**src/sv/qor_pkg.sv**
```systemverilog
// ------------------------------------------------------------------
// qor_pkg
// types, constants and tables shared by the orientation rotator
// ------------------------------------------------------------------
`timescale 1ns / 1ps

package qor_pkg;

    localparam int CordicSteps = 16;
    localparam int FracBits    = 14;
    localparam int AccW        = 36;

    localparam logic signed [35:0] Q30Gain    = 36'sd652032874;
    localparam logic signed [35:0] Q30HalfPi  = 36'sd1686629713;
    localparam logic signed [35:0] Q30Pi      = 36'sd3373259426;
    localparam logic signed [35:0] Q30TwoPi   = 36'sd6746518852;

    typedef logic signed [15:0] comp_t;

    typedef struct packed {
        comp_t w;
        comp_t x;
        comp_t y;
        comp_t z;
    } quat_t;

    function automatic logic signed [35:0] atan_entry(input logic [4:0] i);
        logic signed [35:0] v;
        unique case (i)
            5'd0:  v = 36'sd843314856;
            5'd1:  v = 36'sd497837829;
            5'd2:  v = 36'sd263043836;
            5'd3:  v = 36'sd133525158;
            5'd4:  v = 36'sd67021686;
            5'd5:  v = 36'sd33543515;
            5'd6:  v = 36'sd16775850;
            5'd7:  v = 36'sd8388437;
            5'd8:  v = 36'sd4194282;
            5'd9:  v = 36'sd2097149;
            5'd10: v = 36'sd1048575;
            5'd11: v = 36'sd524287;
            5'd12: v = 36'sd262143;
            5'd13: v = 36'sd131071;
            5'd14: v = 36'sd65535;
            5'd15: v = 36'sd32767;
            5'd16: v = 36'sd16383;
            5'd17: v = 36'sd8191;
            5'd18: v = 36'sd4095;
            5'd19: v = 36'sd2047;
            5'd20: v = 36'sd1023;
            5'd21: v = 36'sd511;
            5'd22: v = 36'sd255;
            5'd23: v = 36'sd127;
            default: v = 36'sd0;
        endcase
        return v;
    endfunction

endpackage

```
**src/sv/qor_isqrt.sv**
```systemverilog
// ------------------------------------------------------------------
// qor_isqrt
// bitwise integer square root, one result bit per cycle
// ------------------------------------------------------------------
`timescale 1ns / 1ps

module qor_isqrt
(
    input  logic        clk,
    input  logic        rst_n,
    input  logic        start,
    input  logic [49:0] val,
    output logic        done,
    output logic [24:0] root
);
    import qor_pkg::*;

    logic        busy_reg, busy_next, done_reg, done_next;
    logic [4:0]  cnt_reg, cnt_next;
    logic [49:0] rem_reg, rem_next, res_reg, res_next, bit_reg, bit_next;

    always_comb
    begin
        busy_next = busy_reg;
        cnt_next  = cnt_reg;
        rem_next  = rem_reg;
        res_next  = res_reg;
        bit_next  = bit_reg;
        done_next = 1'b0;
        if (start)
        begin
            busy_next = 1'b1;
            cnt_next  = '0;
            rem_next  = val;
            res_next  = '0;
            bit_next  = 50'd1 << 48;
        end
        else if (busy_reg)
        begin
            if (rem_reg >= res_reg + bit_reg)
            begin
                rem_next = rem_reg - (res_reg + bit_reg);
                res_next = (res_reg >> 1) + bit_reg;
            end
            else
                res_next = res_reg >> 1;
            bit_next = bit_reg >> 2;
            cnt_next = cnt_reg + 5'd1;
            if (cnt_reg == 5'd24)
            begin
                busy_next = 1'b0;
                done_next = 1'b1;
            end
        end
    end

    always_ff @(posedge clk or negedge rst_n)
    begin
        if (!rst_n)
        begin
            busy_reg <= 1'b0;
            done_reg <= 1'b0;
            cnt_reg  <= '0;
        end
        else
        begin
            busy_reg <= busy_next;
            done_reg <= done_next;
            cnt_reg  <= cnt_next;
        end
    end

    always_ff @(posedge clk)
    begin
        rem_reg <= rem_next;
        res_reg <= res_next;
        bit_reg <= bit_next;
    end

    assign done = done_reg;
    assign root = res_reg[24:0];

endmodule

```
**config.mk**
```make
export PLATFORM = sky130hd
export DESIGN_NAME = qor_isqrt
export DESIGN_NICKNAME = d
export VERILOG_FILES = /design/src/sv/qor_pkg.sv /design/src/sv/qor_isqrt.sv
export SDC_FILE = /design/constraint.sdc
export NUM_CORES = 1
export LEC_CHECK = 0
export ABC_AREA = 0
export BUFFER_PORTS_ARGS = -buffer_cell sky130_fd_sc_hd__buf_4
export CORE_MARGIN = 2
export CORE_UTILIZATION = 60
export CTS_CLUSTER_SIZE = 12
export DETAILED_ROUTE_END_ITERATION = 10
export GPL_TIMING_DRIVEN = 0
export PLACE_DENSITY = 0.78
export SLEW_MARGIN = 25
export SYNTH_ARGS = -nofsm -noshare
export SYNTH_HDL_FRONTEND = slang
export SYNTH_SLANG_ARGS = --single-unit
export TNS_END_PERCENT = 1
```
**constraint.sdc**
```tcl
create_clock -name clk -period 10 [get_ports clk]
set_input_delay 2 -clock clk [delete_from_list [all_inputs] [get_ports clk]]
set_output_delay 2 -clock clk [all_outputs]
set_load 0.02 [all_outputs]
```
==> metrics.cfg <==
[die]
core.rowCount=51
core_area_um2=19300
die_y_um=144
die_w_um=144
start_util_pct=60.9
ioPinCount=79
die_area_um2=20800

[yosys]
async_reset_ff_share_pct=5.30
synth_top_flop_cell=dfxtp_1
synth-seq-cells=132
synth.yosys.seq_area_share_pct=27.0
yosys_warnings=0
synth_edf_count=50
synth_cell_types=71
synth_nets=1627
synthesis.area_um2=11800
syn_inst=1469
syn_avg_cell_area_um2=8.02

[drt]
wl_per_cell_um=20.3
ant_nets=0
first_iter_violations=1210
vias_per_cell=6.48
drt_pass1_iterations=7
totalWireLength_um=37500
drc=0
num_vias=11948

[critical_path]
critPathCaptureType=flop
critPathMaxFanout=20
cp_data_arrival_time_ps=7600
cp.depth=23
worst_path_max_delay_cell=or4_1
cp_common_cell=buf_2
crit_path_max_incr_delay_ps=670
crit_buf_inv=6
crit_type=flop to flop
cp.required_ps=10130
crit_family=compound AO/OA/AOI/OAI gates
start_kind=flop
reg2reg_depth=23
path_cells=ha_1 > a311o_1 > a41o_1 > a211o_1 > a41o_1 > a21oi_1 > o211ai_1 > a31oi_1 > xor2_1 > ha_1 > buf_2 > nand4_2 > or4_1 > or3_1 > nor4_1 > a311oi_1 > o311a_1 > buf_6 > buf_2 > buf_2 > o21ai_4 > buf_16 > buf_16
timing.rr.start=res_reg[2]
startpoint=res_reg[2]

[global_route]
antenna_found_initial=0
first_global_vias=11172
gr-total-overflow=0
grt_pass1_wl_um=57800
track_usage_pct=35.9
grt_max_degree=21

[cts]
cts_made_buffers=17
clockBufferDepth=2
htree_num_levels=4
cts_tree=yes
clkTransAtPathRegs_ps=60
root_buffer=clkbuf_16
ctsHoldBuffers=0
cts_sinks=132
cts_resized=0
post-cts-setup-buffers=0
worstSkewPairLatency_ps=430

[power_and_ir_drop]
netSwitchingFraction_pct=46.2
power_switching_uw=1730
p_per_area_nw_per_um2=281
p_int_uw=2010
share_comb_of_total_power_pct=59.3
ir_worst_vdd_mv=0.212
cellLeakagePower_uw=0.00562
sequentialPowerShare_pct=23.6
pwr-share-clk_pct=17.1

[placed_design]
place_congestion=1.00
preCtsSetupSlack_ps=2710
hpwl_um=28400
portBuffers=77

[flow_run]
cap_violations=0

[outcome]
status=complete, no violations

[sta]
holdWs_ps=523
max_slew_margin_pct=37.5
final_hold_viol_count=0
max_freq_mhz=134
min_period_ps=7480
drv_slew=0
fin_crit_sh_pct=74.8
setup_viol=0
tightest_slew_ps=938
layout_setup_ws_ps=2520
rsz0062_at_grt=false
fin_skew_ps=12.2

[cells_and_area]
final_nets=1725
num-fill-cells=1656
diodes=0
area_growth_pct=13.2
final_layout_size_suffix_gt1_share_pct=10.9
utilization_pct=69.0

[min_path]
hold_start=res_reg[0]
hp-class=flop to flop
holdPathStages=2

==> routing by layer <==
| layer | vias up | track usage, % | wire [µm] |
|---|---|---|---|
| met5 | - | 0 | 0 |
| met4 | 0 | 15.4 | 1400 |
| met3 | 112 | 5.70 | 2790 |
| met2 | 564 | 60.7 | 17600 |
| met1 | 5635 | 45.6 | 15700 |
| li1 | 5637 | - | - |
==> worst paths after layout <==
| kind | to | slack, ps |
|---|---|---|
| setup reg to reg | rem_reg[5] | 2520 |
| min in group asynchronous | cnt_reg[3] | 1370 |
| hold / removal | res_reg[0] | 520 |
| setup / recovery | rem_reg[5] | 2520 |
| hold reg to reg | res_reg[0] | 520 |
| max in group asynchronous | cnt_reg[4] | 8510 |
==> worst min-delay path, delay by kind of cell (launching register included) <==
family / cells / cell delay (ps)
AO/OA/AOI/OAI: 1 / 60
flip-flops: 1 / 330
AND/OR/NAND/NOR: 1 / 90
==> per-stage QoR <==
stage                     std cells  instance area, µm²  TNS (ps)  total power [µW]
after floorplan                1469               11800         0              2500
after global routing           1845               13300         0              4000
after detailed placement       1813               12800         0              3050
after CTS                      1845               13300         0              3700
final                          1845               13300         0              3740
after global placement         1811               12700   -114410              3010
==> synthesized netlist by cell type (11+ instances only) <==
master	count	share of area, %
a311oi_1	15	1.1
a21oi_1	116	4.9
edfxtp_1	50	13
and3_1	11	0.58
nand3_1	26	1.1
buf_4	25	1.6
nor3_1	24	1.0
xor2_1	64	4.8
ha_1	104	11
a211oi_1	24	1.5
o21bai_1	18	1.1
inv_1	28	0.89
a21o_1	30	1.9
dfxtp_1	75	13
a31oi_1	43	2.3
mux2i_1	33	2.8
xnor2_1	55	4.1
nand2_1	175	5.6
clkbuf_1	61	1.9
or3_1	17	0.90
nand4_1	37	2.0
o31ai_1	12	0.76
o21ai_0	120	5.1
nor2_1	124	4.0
==> power groups by stage <==
stage | clock (µW) | combinational (µW) | sequential (µW)
finish | 640 | 2220 | 882
global route | 663 | 2440 | 895
CTS | 642 | 2180 | 877
detailed placement | 0 | 2160 | 884
global placement | 0 | 2100 | 906
floorplan | 0 | 1640 | 854
==> cell type report <==
| class | instances | area, µm² | share of cell area, % |
|---|---|---|---|
| clock buffers | 18 | 429 | 3.22 |
| clock inverters | 14 | 149 | 1.12 |
| flip-flops and latches | 132 | 3180 | 23.8 |
| well taps | 265 | 332 | 2.49 |
| inverters | 28 | 105 | 0.788 |
| multi-input cells | 1204 | 7990 | 60.0 |
| plain buffers | 105 | 514 | 3.86 |
| repair buffers | 79 | 633 | 4.75 |
==> cells in the final DEF, fill, tap and decap left out, drive strengths merged, types with 24 or more instances in the layout <==
cell / n
a31oi: 43
dfxtp: 75
nand4: 38
nor2: 124
o21ai: 120
clkbuf: 79
a21o: 30
inv: 34
edfxtp: 50
mux2i: 33
xor2: 64
nor3: 24
nand3: 26
a211oi: 24
xnor2: 55
ha: 104
a21oi: 116
buf: 123
nand2: 175
==> kinds of logic (layout without fill, tap and decap cells) <==
kind of cell / count (synthesis) / after routing / synth area share, %
buffers and inverters: 133 / 244 / 5.26
adder cells (fa/ha/maj): 105 / 105 / 11.2
AND/OR/NAND/NOR: 466 / 466 / 18.2
AO/OA/AOI/OAI: 478 / 478 / 26.4
multiplexers: 36 / 36 / 3.09
flip-flops: 132 / 132 / 27.0
XOR/XNOR: 119 / 119 / 8.85
(Power assumes the default switching activity.)
