==> config.mk <==
export PLATFORM = sky130hd
export DESIGN_NAME = qor_divider
export DESIGN_NICKNAME = d
export VERILOG_FILES = /design/src/sv/qor_pkg.sv /design/src/sv/qor_divider.sv
export SDC_FILE = /design/constraint.sdc
export NUM_CORES = 1
export LEC_CHECK = 0
export BUFFER_PORTS_ARGS = -buffer_cell sky130_fd_sc_hd__buf_4
export CORE_ASPECT_RATIO = 0.9
export CORE_MARGIN = 5
export CORE_UTILIZATION = 35
export DETAILED_ROUTE_END_ITERATION = 10
export GPL_TIMING_DRIVEN = 1
export HOLD_SLACK_MARGIN = 0.1
export PLACE_DENSITY = 0.69
export SLEW_MARGIN = 20
export SYNTH_ARGS = -nofsm -noshare
export SYNTH_HDL_FRONTEND = slang
export SYNTH_SLANG_ARGS = --single-unit
export TNS_END_PERCENT = 100
==> constraint.sdc <==
create_clock -name clk -period 4.7 [get_ports clk]
set_clock_uncertainty 0.05 [all_clocks]
set_input_delay 0.94 -clock clk [delete_from_list [all_inputs] [get_ports clk]]
set_output_delay 0.94 -clock clk [all_outputs]
set_load 0.005 [all_outputs]
==> src/sv/qor_pkg.sv <==
// ------------------------------------------------------------------
// qor_pkg
// types, constants and tables shared by the orientation rotator
// ------------------------------------------------------------------
`timescale 1ns / 1ps

package qor_pkg;

    localparam int CordicSteps = 16;
    localparam int FracBits    = 14;
    localparam int AccW        = 36;

    localparam logic signed [35:0] Q30Gain    = 36'sd652032874;
    localparam logic signed [35:0] Q30HalfPi  = 36'sd1686629713;
    localparam logic signed [35:0] Q30Pi      = 36'sd3373259426;
    localparam logic signed [35:0] Q30TwoPi   = 36'sd6746518852;

    typedef logic signed [15:0] comp_t;

    typedef struct packed {
        comp_t w;
        comp_t x;
        comp_t y;
        comp_t z;
    } quat_t;

    function automatic logic signed [35:0] atan_entry(input logic [4:0] i);
        logic signed [35:0] v;
        unique case (i)
            5'd0:  v = 36'sd843314856;
            5'd1:  v = 36'sd497837829;
            5'd2:  v = 36'sd263043836;
            5'd3:  v = 36'sd133525158;
            5'd4:  v = 36'sd67021686;
            5'd5:  v = 36'sd33543515;
            5'd6:  v = 36'sd16775850;
            5'd7:  v = 36'sd8388437;
            5'd8:  v = 36'sd4194282;
            5'd9:  v = 36'sd2097149;
            5'd10: v = 36'sd1048575;
            5'd11: v = 36'sd524287;
            5'd12: v = 36'sd262143;
            5'd13: v = 36'sd131071;
            5'd14: v = 36'sd65535;
            5'd15: v = 36'sd32767;
            5'd16: v = 36'sd16383;
            5'd17: v = 36'sd8191;
            5'd18: v = 36'sd4095;
            5'd19: v = 36'sd2047;
            5'd20: v = 36'sd1023;
            5'd21: v = 36'sd511;
            5'd22: v = 36'sd255;
            5'd23: v = 36'sd127;
            default: v = 36'sd0;
        endcase
        return v;
    endfunction

endpackage

==> src/sv/qor_divider.sv <==
// ------------------------------------------------------------------
// qor_divider
// restoring unsigned divider, one quotient bit per cycle
// ------------------------------------------------------------------
`timescale 1ns / 1ps

module qor_divider
(
    input  logic        clk,
    input  logic        rst_n,
    input  logic        start,
    input  logic [63:0] num,
    input  logic [40:0] den,
    output logic        done,
    output logic [63:0] quot,
    output logic [40:0] rem
);
    import qor_pkg::*;

    logic        busy_reg, busy_next, done_reg, done_next;
    logic [5:0]  cnt_reg, cnt_next;
    logic [63:0] q_reg, q_next;
    logic [41:0] r_reg, r_next, trial;
    logic [40:0] d_reg, d_next;

    assign trial = {r_reg[40:0], q_reg[63]} - {1'b0, d_reg};

    always_comb
    begin
        busy_next = busy_reg;
        cnt_next  = cnt_reg;
        q_next    = q_reg;
        r_next    = r_reg;
        d_next    = d_reg;
        done_next = 1'b0;
        if (start)
        begin
            busy_next = 1'b1;
            cnt_next  = '0;
            q_next    = num;
            r_next    = '0;
            d_next    = den;
        end
        else if (busy_reg)
        begin
            if (!trial[41])
            begin
                r_next = trial;
                q_next = {q_reg[62:0], 1'b1};
            end
            else
            begin
                r_next = {r_reg[40:0], q_reg[63]};
                q_next = {q_reg[62:0], 1'b0};
            end
            cnt_next = cnt_reg + 6'd1;
            if (cnt_reg == 6'd63)
            begin
                busy_next = 1'b0;
                done_next = 1'b1;
            end
        end
    end

    always_ff @(posedge clk or negedge rst_n)
    begin
        if (!rst_n)
        begin
            busy_reg <= 1'b0;
            done_reg <= 1'b0;
            cnt_reg  <= '0;
        end
        else
        begin
            busy_reg <= busy_next;
            done_reg <= done_next;
            cnt_reg  <= cnt_next;
        end
    end

    always_ff @(posedge clk)
    begin
        q_reg <= q_next;
        r_reg <= r_next;
        d_reg <= d_next;
    end

    assign done = done_reg;
    assign quot = q_reg;
    assign rem  = r_reg[40:0];

endmodule

==> flow_metrics.env, run 1 <==
export IMPL_status="finished clean"
export IMPL_irDropWorstVdd_mv=0.250
export IMPL_port_buffers=213
export IMPL_ios=214
export IMPL_die_width_um=174
export IMPL_start_kind="flop"
export IMPL_start_util_pct=35.2
export IMPL_fmax_mhz=290
export IMPL_n_antenna_cell=0
export IMPL_cts_tree="built"
export IMPL_wl_per_cell_um=17.5
export IMPL_fin_crit_sh_pct=73.4
export IMPL_cp_cell_sequence="ha_1 -> nand2_1 -> nor3_2 -> o2111ai_1 -> nand3b_1 -> a31oi_4 -> a31o_2 -> xnor2_4 -> buf_4 -> mux2i_1 -> a211oi_1"
export IMPL_grt_pass1_vias=6710
export IMPL_cts_buffers=17
export IMPL_synth_largest_area_cell="edfxtp_1"
export IMPL_grt_pass1_wl_um=35400
export IMPL_n_fill_cell=2227
export IMPL_cts_setup_buffers=0
export IMPL_min_path_type="in -> async"
export IMPL_grt_max_degree=111
export IMPL_syn_area_mm2=0.00846
export IMPL_slowest_delay_ps=430
export IMPL_critPathKind="reg -> reg"
export IMPL_synth_top_cells_by_area="edfxtp_1 37%, dfxtp_1 9.7%, mux2_2 8.5%, ha_1 6.2%, mux2i_1 3.4%"
export IMPL_async_flop_share_pct=5.19
export IMPL_avgSynthCellArea_um2=11.1
export IMPL_cts_hold_buf=0
export IMPL_worst_r2r_path_depth=11
export IMPL_syn_to_final_growth_pct=29.7
export IMPL_synth_edf_count=105
export IMPL_drive_gt1_share_pct=33.3
export IMPL_worstSetupEndpoint="r_reg[20]"
export IMPL_crit_fanout=28
export IMPL_dieArea_mm2=0.0274
export IMPL_vias=6464
export IMPL_rsz0062_at_grt="false"
export IMPL_critPathCaptureType="flop"
export IMPL_dpl_hpwl_um=16600
export IMPL_multi_input_area_mm2=0.00393
export IMPL_crit_path_start="r_reg[13]"
export IMPL_regToRegStartpoint="r_reg[13]"
export IMPL_clock_latency_ps=430
export IMPL_routed_wl_um=22500
export IMPL_synthCells=761
export IMPL_final_area_mm2=0.0110
export IMPL_ant_nets=0
export IMPL_rows=54
export IMPL_cts_root_buffer="clkbuf_16"
export IMPL_r2r_slack_ps=1250
export IMPL_tns_ps=0
export IMPL_layoutNonFillerInstCount=1286
export IMPL_crit_slowest_cell="ha_1"
export IMPL_clock_sinks=154
export IMPL_tightest_slew_ps=846
export IMPL_globalRouteOverflowTotal=0
export IMPL_crit_family="compound AO/OA/AOI/OAI gates"
export IMPL_path_clk_slew_ps=70
export IMPL_cts_max_path_buffers=2
export IMPL_htreeDepth=4
export IMPL_gp_congestion=0.875
export IMPL_post_route_min_period_ps=3450
export IMPL_largest_register_ffs=64
export IMPL_seq_area_frac_synth_pct=49.3
export IMPL_synth_top_area_share_pct=37.3
export IMPL_fin_nets=1116
export IMPL_relSlewSlack_pct=43.4
export IMPL_wl_met2_um=10700
export IMPL_synth_distinct_cells=63
export IMPL_dr_wl_met3_um=2200
export IMPL_p_leak_uw=0.00472
export IMPL_met1Wirelength_um=9350
export IMPL_maxSlewViolCount=0
export IMPL_drv_cap=0
export IMPL_hold_violations=0
export IMPL_synth_warnings=0
export IMPL_dieHeight_um=157
export IMPL_highest_layer="met4"
export IMPL_initialDrtViolationCount=270
export IMPL_dr_pass1_iters=4
export IMPL_synthesis_nets=912
export IMPL_p_per_area_mw_per_mm2=320
export IMPL_regArea_mm2=0.00418
export IMPL_ys_ff_latch=154
export IMPL_cp_arrival_ps=3670
export IMPL_cp_num_cells=11
export IMPL_drc_errors=0
export IMPL_core_area_mm2=0.0241
export IMPL_drt_vias_per_instance=5.03
export IMPL_ys_flop_type="edfxtp_1"
export IMPL_required_ps=4910
export IMPL_antenna_found_initial=0
export IMPL_cts_resized=0
export IMPL_place_area_mm2=0.0104
export IMPL_dp_cells=1254
export IMPL_r2r_end="r_reg[20]"
export IMPL_cp_num_buf_inv=1
export IMPL_setup_viol=0
export IMPL_grt_use_total_pct=16.3
-- metrics by stage --
stage          util [%]  setup WS [ps]  hold WS (ps)  power (uW)
2_1_floorplan         -           1760           438        1840
3_3_place_gp       43.1           1370           450        2080
3_5_place_dp       43.1           1280           467        2090
4_1_cts            45.6           1240           240        3570
5_1_grt            45.6           1090           238        3670
6_report           45.6           1250           266        3510
-- layout by cell type (no fill, tap or decap), drive strengths merged, types with 4 or more instances in the layout --
| cell | instances |
|---|---|
| a2111oi | 4 |
| a211oi | 38 |
| a21o | 15 |
| a21oi | 34 |
| a311oi | 4 |
| a31oi | 6 |
| and2 | 5 |
| buf | 218 |
| clkbuf | 18 |
| dfrtp | 8 |
| dfxtp | 41 |
| edfxtp | 105 |
| ha | 42 |
| inv | 60 |
| mux2 | 64 |
| mux2i | 29 |
| nand2 | 50 |
| nand2b | 7 |
| nand3 | 7 |
| nand4 | 6 |
| nor2 | 64 |
| nor2b | 7 |
| nor3 | 12 |
| nor4 | 4 |
| o21ai | 35 |
| o21bai | 6 |
| o22ai | 6 |
| xnor2 | 23 |
| xor2 | 16 |
-- power breakdown --
part	total (uW)	internal [uW]	switching (uW)	leakage (uW)
registers	1610	1550	51.0	0.00152
clock network	1460	850	609	0.000290
logic	446	248	199	0.00291
-- per-layer routing --
metal	GRT usage, %	up-vias
li1	-	3204
met1	19.1	3038
met2	27.2	205
met3	7.85	17
met4	4.07	0
met5	0	-
-- worst min-delay path by stage --
stage,from,to,depth (start not counted)
after global routing,rst_n,done,1
after CTS,rst_n,done,1
after global placement,r_reg[37],r_reg[37],2
after detailed placement,r_reg[6],r_reg[6],2
after floorplan,r_reg[37],r_reg[37],2
final,rst_n,done,1
-- cell type report --
cell class | instances | area share [%]
Clock buffer | 18 | 3.91
Clock inverter | 14 | 1.67
Inverter | 53 | 1.81
Multi-Input combinational cell | 521 | 35.9
Sequential cell | 154 | 38.1
Tap cell | 308 | 3.51
Timing Repair Buffer | 218 | 15.2
-- cells by family after synthesis --
family	synth area share (%)
mux	12.0
flops	49.3
simple gates	9.78
fa+ha+maj	6.45
compound gates	14.0
xor+xnor	4.13
buf+inv	4.30
-- cell usage after synthesis, drive strengths merged (3+ instances only) --
master and instances:
inv 53, dfxtp 41, nand3b 3, mux2 64, xnor2 23, nor4 4, buf 11, edfxtp 105
nand3 7, o21bai 6, a31oi 6, nand4 6, and2 5, nor2b 7, a211oi 38, nand2 50
or3 3, a21oi 34, xor2 16, o21a 3, nor3 12, ha 42, o31ai 3, clkbuf 22
mux2i 29, a2111oi 4, nor2 64, o21ai 35, nand2b 7, a311oi 4, a21o 15, dfrtp 8
o22ai 6
Note: power is estimated with default switching activity, not from simulation.
==> run 2: changes to the inputs <==
--- a/config.mk
+++ b/config.mk
@@ -12,7 +12,7 @@
 export DETAILED_ROUTE_END_ITERATION = 10
 export GPL_TIMING_DRIVEN = 1
 export HOLD_SLACK_MARGIN = 0.1
-export PLACE_DENSITY = 0.69
+export PLACE_DENSITY = 0.71
 export SLEW_MARGIN = 20
 export SYNTH_ARGS = -nofsm -noshare
 export SYNTH_HDL_FRONTEND = slang
==> constraint.sdc (replaced) <==
create_clock -name clk -period 2.8 [get_ports clk]
set_clock_uncertainty 0.05 [all_clocks]
set_input_delay 0.56 -clock clk [delete_from_list [all_inputs] [get_ports clk]]
set_output_delay 0.56 -clock clk [all_outputs]
set_load 0.005 [all_outputs]
==> run 2 against run 1 <==
The flow now finishes with violations (setup timing). Die area is the same. Wire length grew 14%. Cell count grew 10%. Sequential power grew 68%. Hold slack lost 21 ps. Largest cell class is now multi-input gates.
==> flow_metrics.env, run 2 (same netlist as run 1, synthesis figures left out) <==
export IMPL_status="finished, violations left"
export IMPL_violations="setup timing"
export IMPL_cts_tree="built"
export IMPL_cts_root_buffer="clkbuf_16"
export IMPL_slowest_delay_ps=390
export IMPL_crit_fanout=9
export IMPL_required_ps=3060
export IMPL_path_clk_slew_ps=70
export IMPL_ant_nets=0
export IMPL_cp_cell_sequence="inv_1 -> ha_1 -> a21oi_1 -> o21ai_1 -> a2111oi_2 -> nor3_2 -> a31oi_4 -> a31o_4 -> xnor2_4 -> buf_6 -> buf_12 -> nor2_1 -> a311oi_2 -> nor3_1"
export IMPL_fmax_mhz=344
export IMPL_fin_nets=1246
export IMPL_start_kind="flop"
export IMPL_hold_slack_ps=246
export IMPL_syn_to_final_growth_pct=49.3
export IMPL_irDropWorstVdd_mv=0.379
export IMPL_core_area_mm2=0.0241
export IMPL_routed_wl_um=25500
export IMPL_port_buffers=213
export IMPL_layoutNonFillerInstCount=1416
export IMPL_drt_vias_per_instance=5.03
export IMPL_vias=7123
export IMPL_grt_use_total_pct=18.1
export IMPL_tightest_slew_ps=484
export IMPL_fin_crit_sh_pct=104
export IMPL_drv_cap=0
export IMPL_antenna_found_initial=0
export IMPL_p_int_uw=4510
export IMPL_p_switching_uw=1500
export IMPL_maxSlewViolCount=0
export IMPL_min_path_type="in -> reg"
export IMPL_ios=214
export IMPL_post_route_min_period_ps=2910
export IMPL_power_frac_comb_pct=15.2
export IMPL_clock_latency_ps=430
export IMPL_n_antenna_cell=0
export IMPL_final_common_cell="buf_4"
export IMPL_relSlewSlack_pct=67.7
export IMPL_cp_arrival_ps=3170
export IMPL_dieHeight_um=157
export IMPL_die_width_um=174
export IMPL_drive_gt1_share_pct=48.4
export IMPL_n_fill_cell=2122
export IMPL_clock_sinks=154
export IMPL_critPathKind="reg -> reg"
export IMPL_p_seq_share_pct=44.8
export IMPL_dp_cells=1359
export IMPL_htreeDepth=4
export IMPL_crit_family="compound AO/OA/AOI/OAI gates"
export IMPL_grt_pass1_vias=7472
export IMPL_hold_violations=0
export IMPL_dpl_hpwl_um=18100
export IMPL_p_clk_share_pct=39.9
export IMPL_cts_max_path_buffers=2
export IMPL_grt_max_degree=65
export IMPL_crit_slowest_cell="edfxtp_1"
export IMPL_initialDrtViolationCount=344
export IMPL_rows=54
export IMPL_p_leak_uw=0.00557
export IMPL_critPathCaptureType="flop"
export IMPL_wl_per_cell_um=18.0
export IMPL_gp_congestion=0.858
export IMPL_layout_setup_ws_ps=-105
export IMPL_dr_pass1_iters=4
export IMPL_start_util_pct=35.2
export IMPL_rsz0062_at_grt="true"
export IMPL_p_per_area_mw_per_mm2=476
export IMPL_final_cell_mix="324 x buf_4, 105 x edfxtp_1, 64 x mux2_2, 64 x nor2_1, 51 x inv_1"
export IMPL_dieArea_mm2=0.0274
export IMPL_drc_errors=0
export IMPL_grt_pass1_wl_um=39200
export IMPL_setup_viol=38
export IMPL_cts_buffers=17
export IMPL_largest_register_ffs=64
export IMPL_globalRouteOverflowTotal=0
export IMPL_cp_num_buf_inv=3
export IMPL_switching_share_pct=25.0
-- run 2: repair_timing --
item	4_1_cts	5_1_grt
cloned	3	2
pin swaps	41	32
setup buffers	9	10
setup endpoints to repair	41	42
gates resized for setup	57	70
hold endpoints to repair	8	0
hold buffers	1	0
-- run 2: power by group through the flow --
stage               registers (uW)  clock network, uW  logic, uW
floorplan                     2730                  0        365
global placement              2740                  0        825
detailed placement            2740                  0        841
CTS                           2700               2450        875
global route                  2710               2540        997
finish                        2700               2400        917
-- run 2: final cells by class --
| cell class | instances | area (um2) | share of cell area [%] |
|---|---|---|---|
| clock inverters | 11 | 134 | 1.06 |
| multi-input cells | 521 | 4420 | 35.0 |
| repair buffers | 348 | 2850 | 22.6 |
| well taps | 308 | 385 | 3.05 |
| inverters | 53 | 199 | 1.58 |
| clock buffers | 21 | 462 | 3.66 |
| flip-flops and latches | 154 | 4180 | 33.1 |
-- run 2: worst paths after layout --
| kind | from | endpoint | slack, ps | cells after the start |
|---|---|---|---|---|
| worst max-delay path | d_reg[22] | r_reg[38] | -110 | 14 |
| worst min-delay path | den[33] | d_reg[33] | 250 | 1 |
| worst max register to register | d_reg[22] | r_reg[38] | -110 | 14 |
| max in group asynchronous | rst_n | busy_reg | 2130 | 2 |
| worst min register to register | r_reg[37] | r_reg[37] | 470 | 2 |
| min in group asynchronous | rst_n | cnt_reg[2] | 420 | 2 |
-- run 2: metal layers --
metal  up-vias  wire length, um  track usage (%)  part of all wire [%]
met1      3393            10700             21.3                    42
li1       3470                -                -                     -
met3        31             2000             6.82                   7.8
met2       229            12400             31.0                    48
met4         0              489             5.50                   1.9
met5         -                0                0                     0
-- run 2: metrics by stage --
stage	setup TNS [ps]	util (%)	instance area (um2)	total power, uW	worst slack (ps)
floorplan	-72.6	-	8480	3090	-72.6
global placement	-1470	46.6	11200	3560	-121
detailed placement	-3500	46.6	11200	3580	-170
CTS	-1840	50.8	12200	6030	-101
global route	-8900	52.5	12600	6250	-284
finish	-1730	52.5	12600	6010	-105
==> run 3: changes to the inputs <==
--- a/config.mk
+++ b/config.mk
@@ -13,6 +13,7 @@
 export GPL_TIMING_DRIVEN = 1
 export HOLD_SLACK_MARGIN = 0.1
 export PLACE_DENSITY = 0.71
+export REMOVE_ABC_BUFFERS = 1
 export SLEW_MARGIN = 20
 export SYNTH_ARGS = -nofsm -noshare
 export SYNTH_HDL_FRONTEND = slang
==> constraint.sdc (replaced) <==
create_clock -name clk -period 2.6 [get_ports clk]
set_clock_uncertainty 0.05 [all_clocks]
set_input_delay 0.52 -clock clk [delete_from_list [all_inputs] [get_ports clk]]
set_output_delay 0.52 -clock clk [all_outputs]
set_load 0.005 [all_outputs]
==> run 3 against run 2 <==
The run still ends with setup timing left. Combinational power rose by 11%. Critical path depth down 1. Global-route usage increased by 0.14 points. Cell count increased by 2.6%. Register-to-register slack got worse by 290 ps. Non-clock buffer count increased by 36. Die area is the same. Via count is 3.6% higher. Sequential power up 7%. Highest routed layer unchanged.
==> flow_metrics.env, run 3 (same netlist as run 1, synthesis figures left out) <==
export IMPL_status="finished, violations left"
export IMPL_violations="setup timing"
export IMPL_cts_max_path_buffers=2
export IMPL_die_width_um=174
export IMPL_cts_root_buffer="clkbuf_16"
export IMPL_path_clk_slew_ps=70
export IMPL_port_buffers=213
export IMPL_initialDrtViolationCount=378
export IMPL_fin_crit_sh_pct=115
export IMPL_crit_slowest_cell="edfxtp_1"
export IMPL_dpl_hpwl_um=18200
export IMPL_maxSlewViolCount=0
export IMPL_regToRegStartpoint="d_reg[1]"
export IMPL_crit_fanout=2
export IMPL_setup_viol=42
export IMPL_slowest_delay_ps=400
export IMPL_start_util_pct=35.2
export IMPL_core_area_mm2=0.0241
export IMPL_largest_register_ffs=64
export IMPL_final_common_cell="buf_4"
export IMPL_p_per_area_mw_per_mm2=498
export IMPL_start_kind="flop"
export IMPL_grt_pass1_vias=7557
export IMPL_multi_input_area_mm2=0.00445
export IMPL_globalRouteOverflowTotal=0
export IMPL_vias=7381
export IMPL_tightest_slew_ps=833
export IMPL_gp_congestion=0.898
export IMPL_cts_buffers=17
export IMPL_final_cell_mix="365 x buf_4, 105 x edfxtp_1, 64 x mux2_2, 62 x nor2_1, 49 x inv_1"
export IMPL_p_leak_uw=0.00571
export IMPL_regArea_mm2=0.00418
export IMPL_drv_cap=0
export IMPL_crit_path_start="d_reg[1]"
export IMPL_fmax_mhz=334
export IMPL_layoutNonFillerInstCount=1453
export IMPL_hold_start="den[6]"
export IMPL_dr_pass1_iters=4
export IMPL_min_path_type="in -> reg"
export IMPL_grt_max_degree=77
export IMPL_critPathCaptureType="flop"
export IMPL_required_ps=2900
export IMPL_syn_to_final_growth_pct=52.1
export IMPL_layout_setup_ws_ps=-395
export IMPL_fin_nets=1282
export IMPL_dieHeight_um=157
export IMPL_cp_cell_sequence="inv_1 -> ha_1 -> nor2b_4 -> o2111a_1 -> buf_4 -> o211a_1 -> o32ai_4 -> nor3_2 -> a2111oi_4 -> buf_4 -> xnor2_2 -> mux2i_1 -> a211oi_1"
export IMPL_n_fill_cell=2096
export IMPL_rows=54
export IMPL_routed_wl_um=25700
export IMPL_grt_use_total_pct=18.2
export IMPL_tns_ps=-9080
export IMPL_final_area_mm2=0.0129
export IMPL_drive_gt1_share_pct=50.6
export IMPL_critPathKind="reg -> reg"
export IMPL_hold_violations=0
export IMPL_ios=214
export IMPL_irDropWorstVdd_mv=0.475
export IMPL_ant_nets=0
export IMPL_grt_pass1_wl_um=39300
export IMPL_htreeDepth=4
export IMPL_drc_errors=0
export IMPL_place_area_mm2=0.0114
export IMPL_rsz0062_at_grt="true"
export IMPL_drt_vias_per_instance=5.08
export IMPL_post_route_min_period_ps=3000
export IMPL_clock_latency_ps=440
export IMPL_dp_cells=1390
export IMPL_relSlewSlack_pct=44.5
export IMPL_cp_common_cell="buf_4"
export IMPL_clock_sinks=154
export IMPL_dieArea_mm2=0.0274
export IMPL_cp_arrival_ps=3290
export IMPL_cts_tree="built"
export IMPL_hold_slack_ps=200
export IMPL_wl_per_cell_um=17.7
export IMPL_antenna_found_initial=0
==> run 3: cell count changes in the layout (fill, tap and decap cells not counted), sizes merged <==
cell and delta:
buf +38, bufinv -1, clkbuf -6, clkinv +1, clkinvlp +1, diode +1
inv +3
==> run 3: per-layer routing <==
layer | track usage (%) | vias up | share of wire, %
met5 | 0 | - | 0
met1 | 21.3 | 3541 | 41
met3 | 7.61 | 39 | 8.9
met4 | 6.33 | 0 | 2.9
li1 | - | 3542 | -
met2 | 30.5 | 259 | 48
==> run 3: stage by stage <==
step / setup slack [ps] / utilization [%] / total power [uW]
2_1_floorplan: -1570 / - / 3300
3_3_place_gp: -371 / 47.4 / 3860
3_5_place_dp: -514 / 47.4 / 3880
4_1_cts: -317 / 52.6 / 6440
5_1_grt: -516 / 53.5 / 6680
6_report: -395 / 53.5 / 6410
==> run 3: layout make-up <==
cell class | instances | share of cell area (%)
antenna | 1 | 0.0195
clock buffer | 17 | 3.31
clock inverter | 15 | 1.17
inverter | 53 | 1.55
multi-input combinational | 521 | 34.6
sequential | 154 | 32.5
tap | 308 | 3.00
timing repair buffer | 384 | 23.9
==> run 3: power breakdown <==
group / switching [uW] / leakage, uW / internal [uW]
Sequential: 89.1 / 0.00152 / 2810
Combinational: 441 / 0.00392 / 581
Clock: 1140 / 0.000281 / 1350
Total: 1670 / 0.00571 / 4740
==> run 3: repair_timing <==
item,in CTS,in global routing
buffers inserted,20,6
hold endpoints to repair,8,0
hold buffers,1,0
resized for setup,81,46
pin swaps,64,32
setup endpoints to repair,42,42
cloned,6,0
==> run 3: worst paths after layout <==
path	slack (ps)	to	cells after the start
min in group asynchronous	430	cnt_reg[2]	2
worst min register to register	500	cnt_reg[4]	2
max in group asynchronous	1930	busy_reg	2
worst min-delay path	200	d_reg[6]	1
worst max-delay path	-400	r_reg[23]	13
worst max register to register	-400	r_reg[23]	13
==> run 3: worst max-delay path: cells and delay by family, from the launching register on <==
kind	cells	cell delay, ps
and+or+nand+nor	2	220
buffers and inverters	3	390
AOI/OAI and AO/OA	5	1440
adders and majority gates	1	220
DFF	1	400
xor gates and xnor gates	1	100
muxes	1	90
